File: src/rtl/sjfrl_pkg.sv
// ----------------------------------------------------------------------------
// sjfrl_pkg
// Shared types, codes and defaults for the shortest-job-first resource lock.
// ----------------------------------------------------------------------------
package sjfrl_pkg;

  // default sizes
  localparam int DEF_QUEUE_DEPTH = 16;
  localparam int DEF_ID_BITS     = 15;
  localparam int DEF_TIME_BITS   = 16;

  // response status codes
  localparam int STATUS_W = 2;
  localparam logic [STATUS_W-1:0] ST_GRANT = 2'd0;
  localparam logic [STATUS_W-1:0] ST_WAIT  = 2'd1;
  localparam logic [STATUS_W-1:0] ST_FULL  = 2'd2;

  // register port
  localparam int APB_ADDR_W = 3;
  localparam int APB_DATA_W = 32;
  localparam int REG_IDX_W  = APB_ADDR_W - 2;
  localparam logic [REG_IDX_W-1:0] REG_POLICY_MODE = 1'b0;

  // policy values
  localparam logic POLICY_SJF  = 1'b0;
  localparam logic POLICY_FCFS = 1'b1;

  // sequencer states
  typedef enum logic [2:0] {
    S_IDLE,
    S_MATCH,
    S_DECIDE,
    S_SCAN,
    S_SHIFT,
    S_RESULT
  } state_t;

  // per-cycle operation broadcast to every queue cell
  typedef struct packed {
    logic match;   // compare stored id with request id
    logic insert;  // first free cell takes the request
    logic scan;    // advance the running-minimum chain
    logic shift;   // cells at or above the taken slot pull from their neighbor
  } cell_op_t;

endpackage

File: src/rtl/sjfrl_if.sv
// ----------------------------------------------------------------------------
// sjfrl_req_if / sjfrl_rsp_if
// Valid/ready channels for lock requests and lock responses.
// ----------------------------------------------------------------------------
interface sjfrl_req_if #(
  parameter int ID_BITS   = 15,
  parameter int TIME_BITS = 16
);
  logic                 valid;
  logic                 ready;
  logic [ID_BITS-1:0]   requester_id;
  logic [TIME_BITS-1:0] job_time;

  modport source (output valid, output requester_id, output job_time, input ready);
  modport sink   (input valid, input requester_id, input job_time, output ready);
endinterface

interface sjfrl_rsp_if #(
  parameter int ID_BITS = 15
);
  logic               valid;
  logic               ready;
  logic [1:0]         status;
  logic [ID_BITS-1:0] owner_id;
  logic               owner_valid;

  modport source (output valid, output status, output owner_id, output owner_valid,
                  input ready);
  modport sink   (input valid, input status, input owner_id, input owner_valid,
                  output ready);
endinterface

File: src/rtl/sjfrl_regs.sv
// ----------------------------------------------------------------------------
// sjfrl_regs
// APB register block holding the release policy.
// ----------------------------------------------------------------------------
module sjfrl_regs (
  input  logic                             clk,
  input  logic                             rst,
  input  logic                             psel,
  input  logic                             penable,
  input  logic                             pwrite,
  input  logic [sjfrl_pkg::APB_ADDR_W-1:0] paddr,
  input  logic [sjfrl_pkg::APB_DATA_W-1:0] pwdata,
  output logic [sjfrl_pkg::APB_DATA_W-1:0] prdata,
  output logic                             pready,
  output logic                             policy_mode
);
  import sjfrl_pkg::*;

  logic [REG_IDX_W-1:0] reg_idx;
  logic                 hit_policy;

  assign reg_idx    = paddr[APB_ADDR_W-1:2];
  assign hit_policy = (reg_idx == REG_POLICY_MODE);
  assign pready     = 1'b1;

  // write on the access cycle
  always_ff @(posedge clk) begin
    if (rst) begin
      policy_mode <= POLICY_SJF;
    end else if (psel && penable && pwrite && hit_policy) begin
      policy_mode <= pwdata[0];
    end
  end

  // read back
  always_comb begin
    prdata = '0;
    if (hit_policy) begin
      prdata[0] = policy_mode;
    end
  end

endmodule

File: src/rtl/sjfrl_cell.sv
// ----------------------------------------------------------------------------
// sjfrl_cell
// One waiting-list slot: stores an id and job time, flags an id match, and
// passes the running minimum and the shift data along the chain.
// ----------------------------------------------------------------------------
module sjfrl_cell #(
  parameter int CELL_IDX  = 0,
  parameter int CNT_W     = 5,
  parameter int SLOT_W    = 4,
  parameter int ID_BITS   = 15,
  parameter int TIME_BITS = 16
) (
  input  logic                  clk,
  input  logic                  rst,
  input  sjfrl_pkg::cell_op_t   op,
  input  logic [CNT_W-1:0]      count,
  input  logic [SLOT_W-1:0]     sel_slot,
  input  logic [ID_BITS-1:0]    req_id,
  input  logic [TIME_BITS-1:0]  req_time,
  // data from the next cell up (for compaction)
  input  logic [ID_BITS-1:0]    up_id,
  input  logic [TIME_BITS-1:0]  up_time,
  output logic [ID_BITS-1:0]    id,
  output logic [TIME_BITS-1:0]  tm,
  output logic                  hit,
  // running minimum from the cell below, and onward
  input  logic                  best_in_found,
  input  logic [TIME_BITS-1:0]  best_in_time,
  input  logic [SLOT_W-1:0]     best_in_slot,
  input  logic [ID_BITS-1:0]    best_in_id,
  output logic                  best_found,
  output logic [TIME_BITS-1:0]  best_time,
  output logic [SLOT_W-1:0]     best_slot,
  output logic [ID_BITS-1:0]    best_id
);
  import sjfrl_pkg::*;

  localparam logic [CNT_W-1:0]  IDX_C = CNT_W'(CELL_IDX);
  localparam logic [SLOT_W-1:0] IDX_S = SLOT_W'(CELL_IDX);

  logic occ;
  logic take;

  assign occ  = (IDX_C < count);
  // strictly smaller replaces, so the earliest entry wins a tie
  assign take = occ && (!best_in_found || (tm < best_in_time));

  // slot contents
  always_ff @(posedge clk) begin
    if (op.insert && (IDX_C == count)) begin
      id <= req_id;
      tm <= req_time;
    end else if (op.shift && (IDX_S >= sel_slot)) begin
      id <= up_id;
      tm <= up_time;
    end
  end

  // id match flag
  always_ff @(posedge clk) begin
    if (rst) begin
      hit <= 1'b0;
    end else if (op.match) begin
      hit <= occ && (id == req_id);
    end
  end

  // running minimum stage
  always_ff @(posedge clk) begin
    if (rst) begin
      best_found <= 1'b0;
    end else if (op.scan) begin
      best_found <= best_in_found || occ;
    end
  end

  always_ff @(posedge clk) begin
    if (op.scan) begin
      if (take) begin
        best_time <= tm;
        best_slot <= IDX_S;
        best_id   <= id;
      end else begin
        best_time <= best_in_time;
        best_slot <= best_in_slot;
        best_id   <= best_in_id;
      end
    end
  end

endmodule

File: src/rtl/sjf_resource_lock_scheduler.sv
// ----------------------------------------------------------------------------
// sjf_resource_lock_scheduler
// Lock for one shared resource with a shortest-job-first waiting list.
// ----------------------------------------------------------------------------
// One request is handled at a time. A request that grants, waits, is refused
// or is a repeat from the owner goes from accept through an id match across
// all slots and a decision to the response word. A release by the owner in
// first-come mode adds a list compaction step; in shortest-job mode the
// running minimum is first carried from slot to slot through the chain of
// queue cells, one slot per cycle, and then the list closes the gap. A new
// request is taken as soon as the response word is registered, even while
// that word still waits to be taken.
// ----------------------------------------------------------------------------
module sjf_resource_lock_scheduler #(
  parameter int QUEUE_DEPTH = sjfrl_pkg::DEF_QUEUE_DEPTH,
  parameter int ID_BITS     = sjfrl_pkg::DEF_ID_BITS,
  parameter int TIME_BITS   = sjfrl_pkg::DEF_TIME_BITS
) (
  input  logic                             clk,
  input  logic                             rst,
  sjfrl_req_if.sink                        req,
  sjfrl_rsp_if.source                      rsp,
  input  logic                             psel,
  input  logic                             penable,
  input  logic                             pwrite,
  input  logic [sjfrl_pkg::APB_ADDR_W-1:0] paddr,
  input  logic [sjfrl_pkg::APB_DATA_W-1:0] pwdata,
  output logic [sjfrl_pkg::APB_DATA_W-1:0] prdata,
  output logic                             pready
);
  import sjfrl_pkg::*;

  localparam int CNT_W  = $clog2(QUEUE_DEPTH + 1);
  localparam int SLOT_W = $clog2(QUEUE_DEPTH);
  localparam logic [CNT_W-1:0]  FULL_CNT = CNT_W'(QUEUE_DEPTH);
  localparam logic [SLOT_W-1:0] LAST_SLOT = SLOT_W'(QUEUE_DEPTH - 1);

  // configuration
  logic policy_mode;

  sjfrl_regs u_regs (
    .clk         (clk),
    .rst         (rst),
    .psel        (psel),
    .penable     (penable),
    .pwrite      (pwrite),
    .paddr       (paddr),
    .pwdata      (pwdata),
    .prdata      (prdata),
    .pready      (pready),
    .policy_mode (policy_mode)
  );

  // control registers
  state_t                state, state_next;
  logic                  busy, busy_next;
  logic [ID_BITS-1:0]    owner, owner_next;
  logic [CNT_W-1:0]      count, count_next;
  logic [SLOT_W-1:0]     scan_cnt, scan_cnt_next;
  logic [STATUS_W-1:0]   status, status_next;
  logic                  out_vld;
  logic                  out_load;
  cell_op_t              op;

  // latched request
  logic [ID_BITS-1:0]    rid;
  logic [TIME_BITS-1:0]  rtm;
  logic                  req_acc;

  // cell chain wiring
  logic [ID_BITS-1:0]    c_id        [QUEUE_DEPTH];
  logic [TIME_BITS-1:0]  c_tm        [QUEUE_DEPTH];
  logic [QUEUE_DEPTH-1:0] c_hit;
  logic                  b_found     [QUEUE_DEPTH];
  logic [TIME_BITS-1:0]  b_time      [QUEUE_DEPTH];
  logic [SLOT_W-1:0]     b_slot      [QUEUE_DEPTH];
  logic [ID_BITS-1:0]    b_id        [QUEUE_DEPTH];

  // slot taken by a release: scan result in shortest-job mode, else the head
  logic [SLOT_W-1:0]     shift_slot;

  logic any_hit;
  assign any_hit = |c_hit;

  assign shift_slot = (policy_mode == POLICY_SJF) ? b_slot[QUEUE_DEPTH-1] : '0;

  // queue cells
  for (genvar k = 0; k < QUEUE_DEPTH; k++) begin : g_cell
    logic [ID_BITS-1:0]   up_id;
    logic [TIME_BITS-1:0] up_tm;
    logic                 in_found;
    logic [TIME_BITS-1:0] in_time;
    logic [SLOT_W-1:0]    in_slot;
    logic [ID_BITS-1:0]   in_id;

    if (k == QUEUE_DEPTH - 1) begin : g_top
      assign up_id = c_id[k];
      assign up_tm = c_tm[k];
    end else begin : g_mid
      assign up_id = c_id[k+1];
      assign up_tm = c_tm[k+1];
    end

    if (k == 0) begin : g_first
      assign in_found = 1'b0;
      assign in_time  = '0;
      assign in_slot  = '0;
      assign in_id    = '0;
    end else begin : g_next
      assign in_found = b_found[k-1];
      assign in_time  = b_time[k-1];
      assign in_slot  = b_slot[k-1];
      assign in_id    = b_id[k-1];
    end

    sjfrl_cell #(
      .CELL_IDX  (k),
      .CNT_W     (CNT_W),
      .SLOT_W    (SLOT_W),
      .ID_BITS   (ID_BITS),
      .TIME_BITS (TIME_BITS)
    ) u_cell (
      .clk           (clk),
      .rst           (rst),
      .op            (op),
      .count         (count),
      .sel_slot      (shift_slot),
      .req_id        (rid),
      .req_time      (rtm),
      .up_id         (up_id),
      .up_time       (up_tm),
      .id            (c_id[k]),
      .tm            (c_tm[k]),
      .hit           (c_hit[k]),
      .best_in_found (in_found),
      .best_in_time  (in_time),
      .best_in_slot  (in_slot),
      .best_in_id    (in_id),
      .best_found    (b_found[k]),
      .best_time     (b_time[k]),
      .best_slot     (b_slot[k]),
      .best_id       (b_id[k])
    );
  end

  // request channel
  assign req.ready = (state == S_IDLE);
  assign req_acc   = req.valid && req.ready;

  always_ff @(posedge clk) begin
    if (req_acc) begin
      rid <= req.requester_id;
      rtm <= req.job_time;
    end
  end

  // sequencer state and control registers
  always_ff @(posedge clk) begin
    if (rst) begin
      state    <= S_IDLE;
      busy     <= 1'b0;
      owner    <= '0;
      count    <= '0;
      scan_cnt <= '0;
      status   <= ST_GRANT;
    end else begin
      state    <= state_next;
      busy     <= busy_next;
      owner    <= owner_next;
      count    <= count_next;
      scan_cnt <= scan_cnt_next;
      status   <= status_next;
    end
  end

  // next state and cell operations
  always_comb begin
    state_next    = state;
    busy_next     = busy;
    owner_next    = owner;
    count_next    = count;
    scan_cnt_next = scan_cnt;
    status_next   = status;
    op            = '0;
    out_load      = 1'b0;

    case (state)
      S_IDLE: begin
        if (req_acc) begin
          state_next = S_MATCH;
        end
      end

      S_MATCH: begin
        op.match   = 1'b1;
        state_next = S_DECIDE;
      end

      S_DECIDE: begin
        state_next = S_RESULT;
        if (busy && (owner == rid)) begin
          status_next = ST_GRANT;
          if (rtm == '0) begin
            if (count != '0) begin
              if (policy_mode == POLICY_FCFS) begin
                owner_next    = c_id[0];
                state_next    = S_SHIFT;
              end else begin
                scan_cnt_next = '0;
                state_next    = S_SCAN;
              end
            end else begin
              busy_next  = 1'b0;
              owner_next = '0;
            end
          end
        end else if (busy) begin
          if (any_hit) begin
            status_next = ST_WAIT;
          end else if (count == FULL_CNT) begin
            status_next = ST_FULL;
          end else begin
            op.insert   = 1'b1;
            count_next  = count + 1'b1;
            status_next = ST_WAIT;
          end
        end else begin
          busy_next   = 1'b1;
          owner_next  = rid;
          status_next = ST_GRANT;
        end
      end

      // carry the minimum through every cell
      S_SCAN: begin
        op.scan       = 1'b1;
        scan_cnt_next = scan_cnt + 1'b1;
        if (scan_cnt == LAST_SLOT) begin
          state_next = S_SHIFT;
        end
      end

      // scan result is ready in the last cell on entry here after a scan
      S_SHIFT: begin
        op.shift   = 1'b1;
        count_next = count - 1'b1;
        if (policy_mode == POLICY_SJF) begin
          owner_next = b_id[QUEUE_DEPTH-1];
        end
        state_next = S_RESULT;
      end

      S_RESULT: begin
        if (!out_vld || rsp.ready) begin
          out_load   = 1'b1;
          state_next = S_IDLE;
        end
      end

      default: begin
        state_next = S_IDLE;
      end
    endcase
  end

  // response register
  always_ff @(posedge clk) begin
    if (rst) begin
      out_vld <= 1'b0;
    end else if (out_load) begin
      out_vld <= 1'b1;
    end else if (rsp.ready) begin
      out_vld <= 1'b0;
    end
  end

  always_ff @(posedge clk) begin
    if (out_load) begin
      rsp.status      <= status;
      rsp.owner_id    <= owner;
      rsp.owner_valid <= busy;
    end
  end

  assign rsp.valid = out_vld;

endmodule

File: src/flat_wrapper.sv
// flat-port wrapper written by rule: the top's interface ports become plain ports
module sjf_resource_lock_scheduler_flat import sjfrl_pkg::*;
#(
  parameter int QUEUE_DEPTH = sjfrl_pkg::DEF_QUEUE_DEPTH,
  parameter int ID_BITS     = sjfrl_pkg::DEF_ID_BITS,
  parameter int TIME_BITS   = sjfrl_pkg::DEF_TIME_BITS
)
  (clk, rst, psel, penable, pwrite, paddr, pwdata, prdata, pready, req_valid, req_requester_id, req_job_time, req_ready, rsp_valid, rsp_status, rsp_owner_id, rsp_owner_valid, rsp_ready);
  sjfrl_req_if #(.ID_BITS(ID_BITS), .TIME_BITS(TIME_BITS)) req_i ();
  sjfrl_rsp_if #(.ID_BITS(ID_BITS)) rsp_i ();
  input  logic clk;
  input  logic rst;
  input  logic psel;
  input  logic penable;
  input  logic pwrite;
  input  logic [sjfrl_pkg::APB_ADDR_W-1:0] paddr;
  input  logic [sjfrl_pkg::APB_DATA_W-1:0] pwdata;
  output logic [sjfrl_pkg::APB_DATA_W-1:0] prdata;
  output logic pready;
  input wire logic [$bits(req_i.valid)-1:0] req_valid;
  input wire logic [$bits(req_i.requester_id)-1:0] req_requester_id;
  input wire logic [$bits(req_i.job_time)-1:0] req_job_time;
  output wire logic [$bits(req_i.ready)-1:0] req_ready;
  output wire logic [$bits(rsp_i.valid)-1:0] rsp_valid;
  output wire logic [$bits(rsp_i.status)-1:0] rsp_status;
  output wire logic [$bits(rsp_i.owner_id)-1:0] rsp_owner_id;
  output wire logic [$bits(rsp_i.owner_valid)-1:0] rsp_owner_valid;
  input wire logic [$bits(rsp_i.ready)-1:0] rsp_ready;
  assign req_i.valid = req_valid;
  assign req_i.requester_id = req_requester_id;
  assign req_i.job_time = req_job_time;
  assign req_ready = req_i.ready;
  assign rsp_valid = rsp_i.valid;
  assign rsp_status = rsp_i.status;
  assign rsp_owner_id = rsp_i.owner_id;
  assign rsp_owner_valid = rsp_i.owner_valid;
  assign rsp_i.ready = rsp_ready;
  sjf_resource_lock_scheduler #(.QUEUE_DEPTH(QUEUE_DEPTH), .ID_BITS(ID_BITS), .TIME_BITS(TIME_BITS)) u_core (.clk(clk), .rst(rst), .req(req_i), .rsp(rsp_i), .psel(psel), .penable(penable), .pwrite(pwrite), .paddr(paddr), .pwdata(pwdata), .prdata(prdata), .pready(pready));
endmodule
File: config.mk
export PLATFORM = sky130hd
export DESIGN_NAME = sjf_resource_lock_scheduler_flat
export DESIGN_NICKNAME = d
export VERILOG_FILES = /design/src/rtl/sjfrl_pkg.sv /design/src/rtl/sjfrl_if.sv /design/src/rtl/sjfrl_regs.sv /design/src/rtl/sjfrl_cell.sv /design/src/rtl/sjf_resource_lock_scheduler.sv /design/src/flat_wrapper.sv
export SDC_FILE = /design/constraint.sdc
export NUM_CORES = 2
export LEC_CHECK = 0
export BUFFER_PORTS_ARGS = -buffer_cell sky130_fd_sc_hd__buf_4
export CAP_MARGIN = 30
export CORE_MARGIN = 1
export CORE_UTILIZATION = 55
export CTS_CLUSTER_SIZE = 16
export DETAILED_ROUTE_END_ITERATION = 12
export PLACE_DENSITY = 0.82
export REMOVE_ABC_BUFFERS = 1
export SLEW_MARGIN = 25
export SYNTH_ARGS = -nofsm -noshare
export SYNTH_HDL_FRONTEND = slang
export SYNTH_SLANG_ARGS = --single-unit
File: constraint.sdc
create_clock -name clk -period 25.1 [get_ports clk]
set_input_delay 1.255 -clock clk [delete_from_list [all_inputs] [get_ports clk]]
set_output_delay 1.255 -clock clk [all_outputs]
set_load 0.05 [all_outputs]
==> impl_metrics.csv <==
group,metric,value,unit
outcome,status,"complete, no violations",
clock_network,tritoncts,"yes",
grt,grt_pass1_vias,32600,
floorplanning,die_area,104000,sq um
logic_synthesis,syn_inst,3836,
logic_synthesis,yosysSeqAreaShare,0.595,
floorplanning,start_util,0.554,
grt,overflow,0,
clock_network,clk_path_buf_depth,3,
logic_synthesis,synthFlopType,"edfxtp_1",
power,ir_drop,0.0000682,V
floorplanning,io-pin-count,126,
timing,drv_slew,0,
clock_network,cts_root_buffer,"clkbuf_16",
grt,grt_pass1_wl,197,mm
logic_synthesis,synth-xor-area-share,0.0404,
placement,portBuffers,60,
timing,maxSlewHeadroom,0.298,
timing,min_period_over_period,0.170,
drt,vias,32200,
clock_network,ctsHoldBuffers,0,
drt,drc_errors,0,
logic_synthesis,synthMuxAreaShare,0.189,
timing,skew,0.0328,ns
timing,tns,0,ns
placement,dpl.cell_count,5145,
run,cap_viol_max_count,0,
power,swShare,0.232,
setup_path,end_kind,"flip-flop",
logic_synthesis,synth-edff-count,1074,
setup_path,cp_max_fo,179,
grt,grt_max_degree,180,
timing,fin_crit,4.26,ns
logic_synthesis,yosys_register_bits,1137,
timing,hold_ws,0.449,ns
drt,first_pass_iters,7,
setup_path,path_class,"flip-flop to flip-flop",
logic_synthesis,synth.distinct_cells,74,
drt,totalWireLength,128,mm
logic_synthesis,async_flop_share,0,
logic_synthesis,synth.area.top_cells,"edfxtp_1 (57%), mux2_2 (16%), ha_1 (5.1%)",
clock_network,cts_buffers,113,
clock_network,post_cts_resized,0,
clock_network,clock-sinks,1137,
setup_path,slowest_delay,0.78,ns
setup_path,required,25.63,ns
drt,drtIter0Drc,2811,
setup_path,cp_top_family,"buffers and inverters",
logic_synthesis,synth_top_family_by_area,"multiplexers",
cells_and_area,fill_cells,7302,
drt,drtAntennaViolNets,0,
floorplanning,row_count,117,
setup_path,critPathSlowestCell,"inv_12",
setup_path,crit_arrival,4.78,ns
power,p_leak,22.3,nW
logic_synthesis,synth.avg_cell_area,14.7,sq um
timing,setup_slack,20.84,ns
logic_synthesis,synth_top_area_frac,0.572,
timing,rsz0062_at_grt,"no",
cells_and_area,syn_to_final_growth,10.5,%
placement,place_congestion,0.856,
logic_synthesis,synth_area,56300,sq um
logic_synthesis,synthTopCellsByCount,"edfxtp_1 (1074), mux2_2 (805), inv_1 (237), ha_1 (231), xnor2_1 (193)",
placement,dp_hpwl,83.0,mm
grt,antenna_found_initial,1,
power,seq_power_share,0.503,
setup_path,path_cells,"nor2b_1, nand2_2, inv_12, buf_12, buf_4, buf_16, nand2_1, o22ai_1, nor2_1",
drt,viasPerCell,6.02,
timing,fmax,235,MHz
power,p_switching,1.01,mW
cells_and_area,final_cell_count_no_fill,5358,
placement,place_ws,20.82,ns
cells_and_area,nets,4198,
floorplanning,core_area,102000,sq um
drt,drt-wirelength-per-cell,23.9,microns
logic_synthesis,yosys_warnings,0,
cells_and_area,final_cell_area,62300,sq um
logic_synthesis,synth_compound_area_frac,0.0388,
power,p_clk_frac,0.411,
power,internal_power,3.35,mW
cells_and_area,drive_gt1_frac,0.320,
floorplanning,dieWidth,322,microns
timing,worstMarginPinSlew,1.05,ns
timing,setup_viol,0,
power,comb_power_share,0.087,
clock_network,cts_setup_buffers,0,
setup_path,critPathLaunchType,"flip-flop",
min_path,hold_class,"flip-flop to flip-flop",
logic_synthesis,synthAdderAreaFrac,0.0513,
grt,grtUsageTotal,0.247,
placement,post_dp_cell_area,58300,sq um
cells_and_area,diodes,0,
logic_synthesis,yosysMostFrequentCell,"edfxtp_1",
logic_synthesis,yosysTopAreaCell,"edfxtp_1",
clock_network,clk_pin_slew,0.07,ns
clock_network,insertion_delay,0.69,ns
timing,hold_viol,0,
logic_synthesis,synth-simple-area-share,0.0478,
setup_path,path_buf_inv,4,
power,pwr_density_cell,70.1,nW/um^2
floorplanning,die_h,322,microns
clock_network,htree_num_levels,3,
==> worst register-to-register path: stages (launching register included) <==
cell	delay (ns)
dfxtp_1	0.46
nor2b_1	0.24
nand2_2	0.45
inv_12	0.78
buf_12	0.82
buf_4	0.72
buf_16	0.29
nand2_1	0.13
o22ai_1	0.15
nor2_1	0.06
==> state kept, by name, indices dropped and copies added, names as in the netlist, 16 cells and up <==
register	cells
u_core.g_cell.u_cell.hit	16
u_core.g_cell.u_cell.tm	256
u_core.g_cell.u_cell.best_time	240
u_core.g_cell.u_cell.best_slot	49
u_core.rtm	16
u_core.g_cell.u_cell.best_id	240
u_core.g_cell.u_cell.id	240
==> worst paths after layout <==
| kind | startpoint | endpoint | slack (ns) | cells after the start |
|---|---|---|---|---|
| setup / recovery | u_core.state[1] | u_core.g_cell[11].u_cell.best_found | 20.84 | 9 |
| hold / removal | u_core.status[0] | u_core.rsp.status[0] | 0.45 | 0 |
| setup reg to reg | u_core.state[1] | u_core.g_cell[11].u_cell.best_found | 20.84 | 9 |
| hold reg to reg | u_core.status[0] | u_core.rsp.status[0] | 0.45 | 0 |
==> metrics by stage <==
step	utilization	total power [mW]
final	0.612	4.36
after global routing	0.612	4.49
after CTS	0.611	4.38
after detailed placement	0.573	2.60
after global placement	0.572	2.59
after floorplan	-	2.48
==> area by class of cell <==
class                           count  area (sq um)  area share
Sequential cell                  1137         33500       0.538
Inverter                          238           906      0.0145
Clock inverter                     81           955      0.0153
Multi-Input combinational cell   2254         21000       0.337
Clock buffer                      130          2930      0.0471
Timing Repair Buffer              150          1260      0.0202
Tap cell                         1368          1710      0.0275
==> routing by layer <==
layer	global-route usage	share of wire	vias to the layer above
met1	0.342	0.43	16500
met5	0	0	-
met4	0.0742	0.027	0
li1	-	-	14400
met2	0.398	0.47	1146
met3	0.0453	0.071	200
==> cells by family (layout without fill, tap and decap cells) <==
| family | after synthesis | count (layout) |
|---|---|---|
| simple gates | 500 | 500 |
| flops | 1137 | 1137 |
| fa+ha+maj | 231 | 231 |
| compound gates | 316 | 316 |
| mux | 915 | 915 |
| other cells | 2 | 32 |
| xor+xnor | 260 | 260 |
| buf+inv | 475 | 599 |
==> cell usage in the layout (no fill, tap or decap), types with 24 or more instances in the layout <==
cell       count
a211oi_1      35
a21o_1        27
a21oi_1       65
and2_1        41
buf_4        143
clkbuf_16    115
clkinv_1      30
conb_1        32
dfxtp_1       63
edfxtp_1    1074
ha_1         231
inv_1        236
mux2_2       805
mux2_4        87
nand2_1       67
nand2b_1      28
nand3_1       24
nand4_1       72
nor2_1        96
nor3_1        43
nor4_1        28
o21ai_0       54
or2_2         25
xnor2_1      193
xor2_1        67
==> power by group through the flow <==
stage / combinational, mW / sequential [mW] / clock (mW)
final: 0.380 / 2.19 / 1.79
after floorplan: 0.233 / 2.25 / 0
after global placement: 0.362 / 2.23 / 0
after CTS: 0.378 / 2.19 / 1.81
after global routing: 0.407 / 2.20 / 1.88
after detailed placement: 0.373 / 2.23 / 0
No activity file was read; power rests on OpenSTA's default activity.
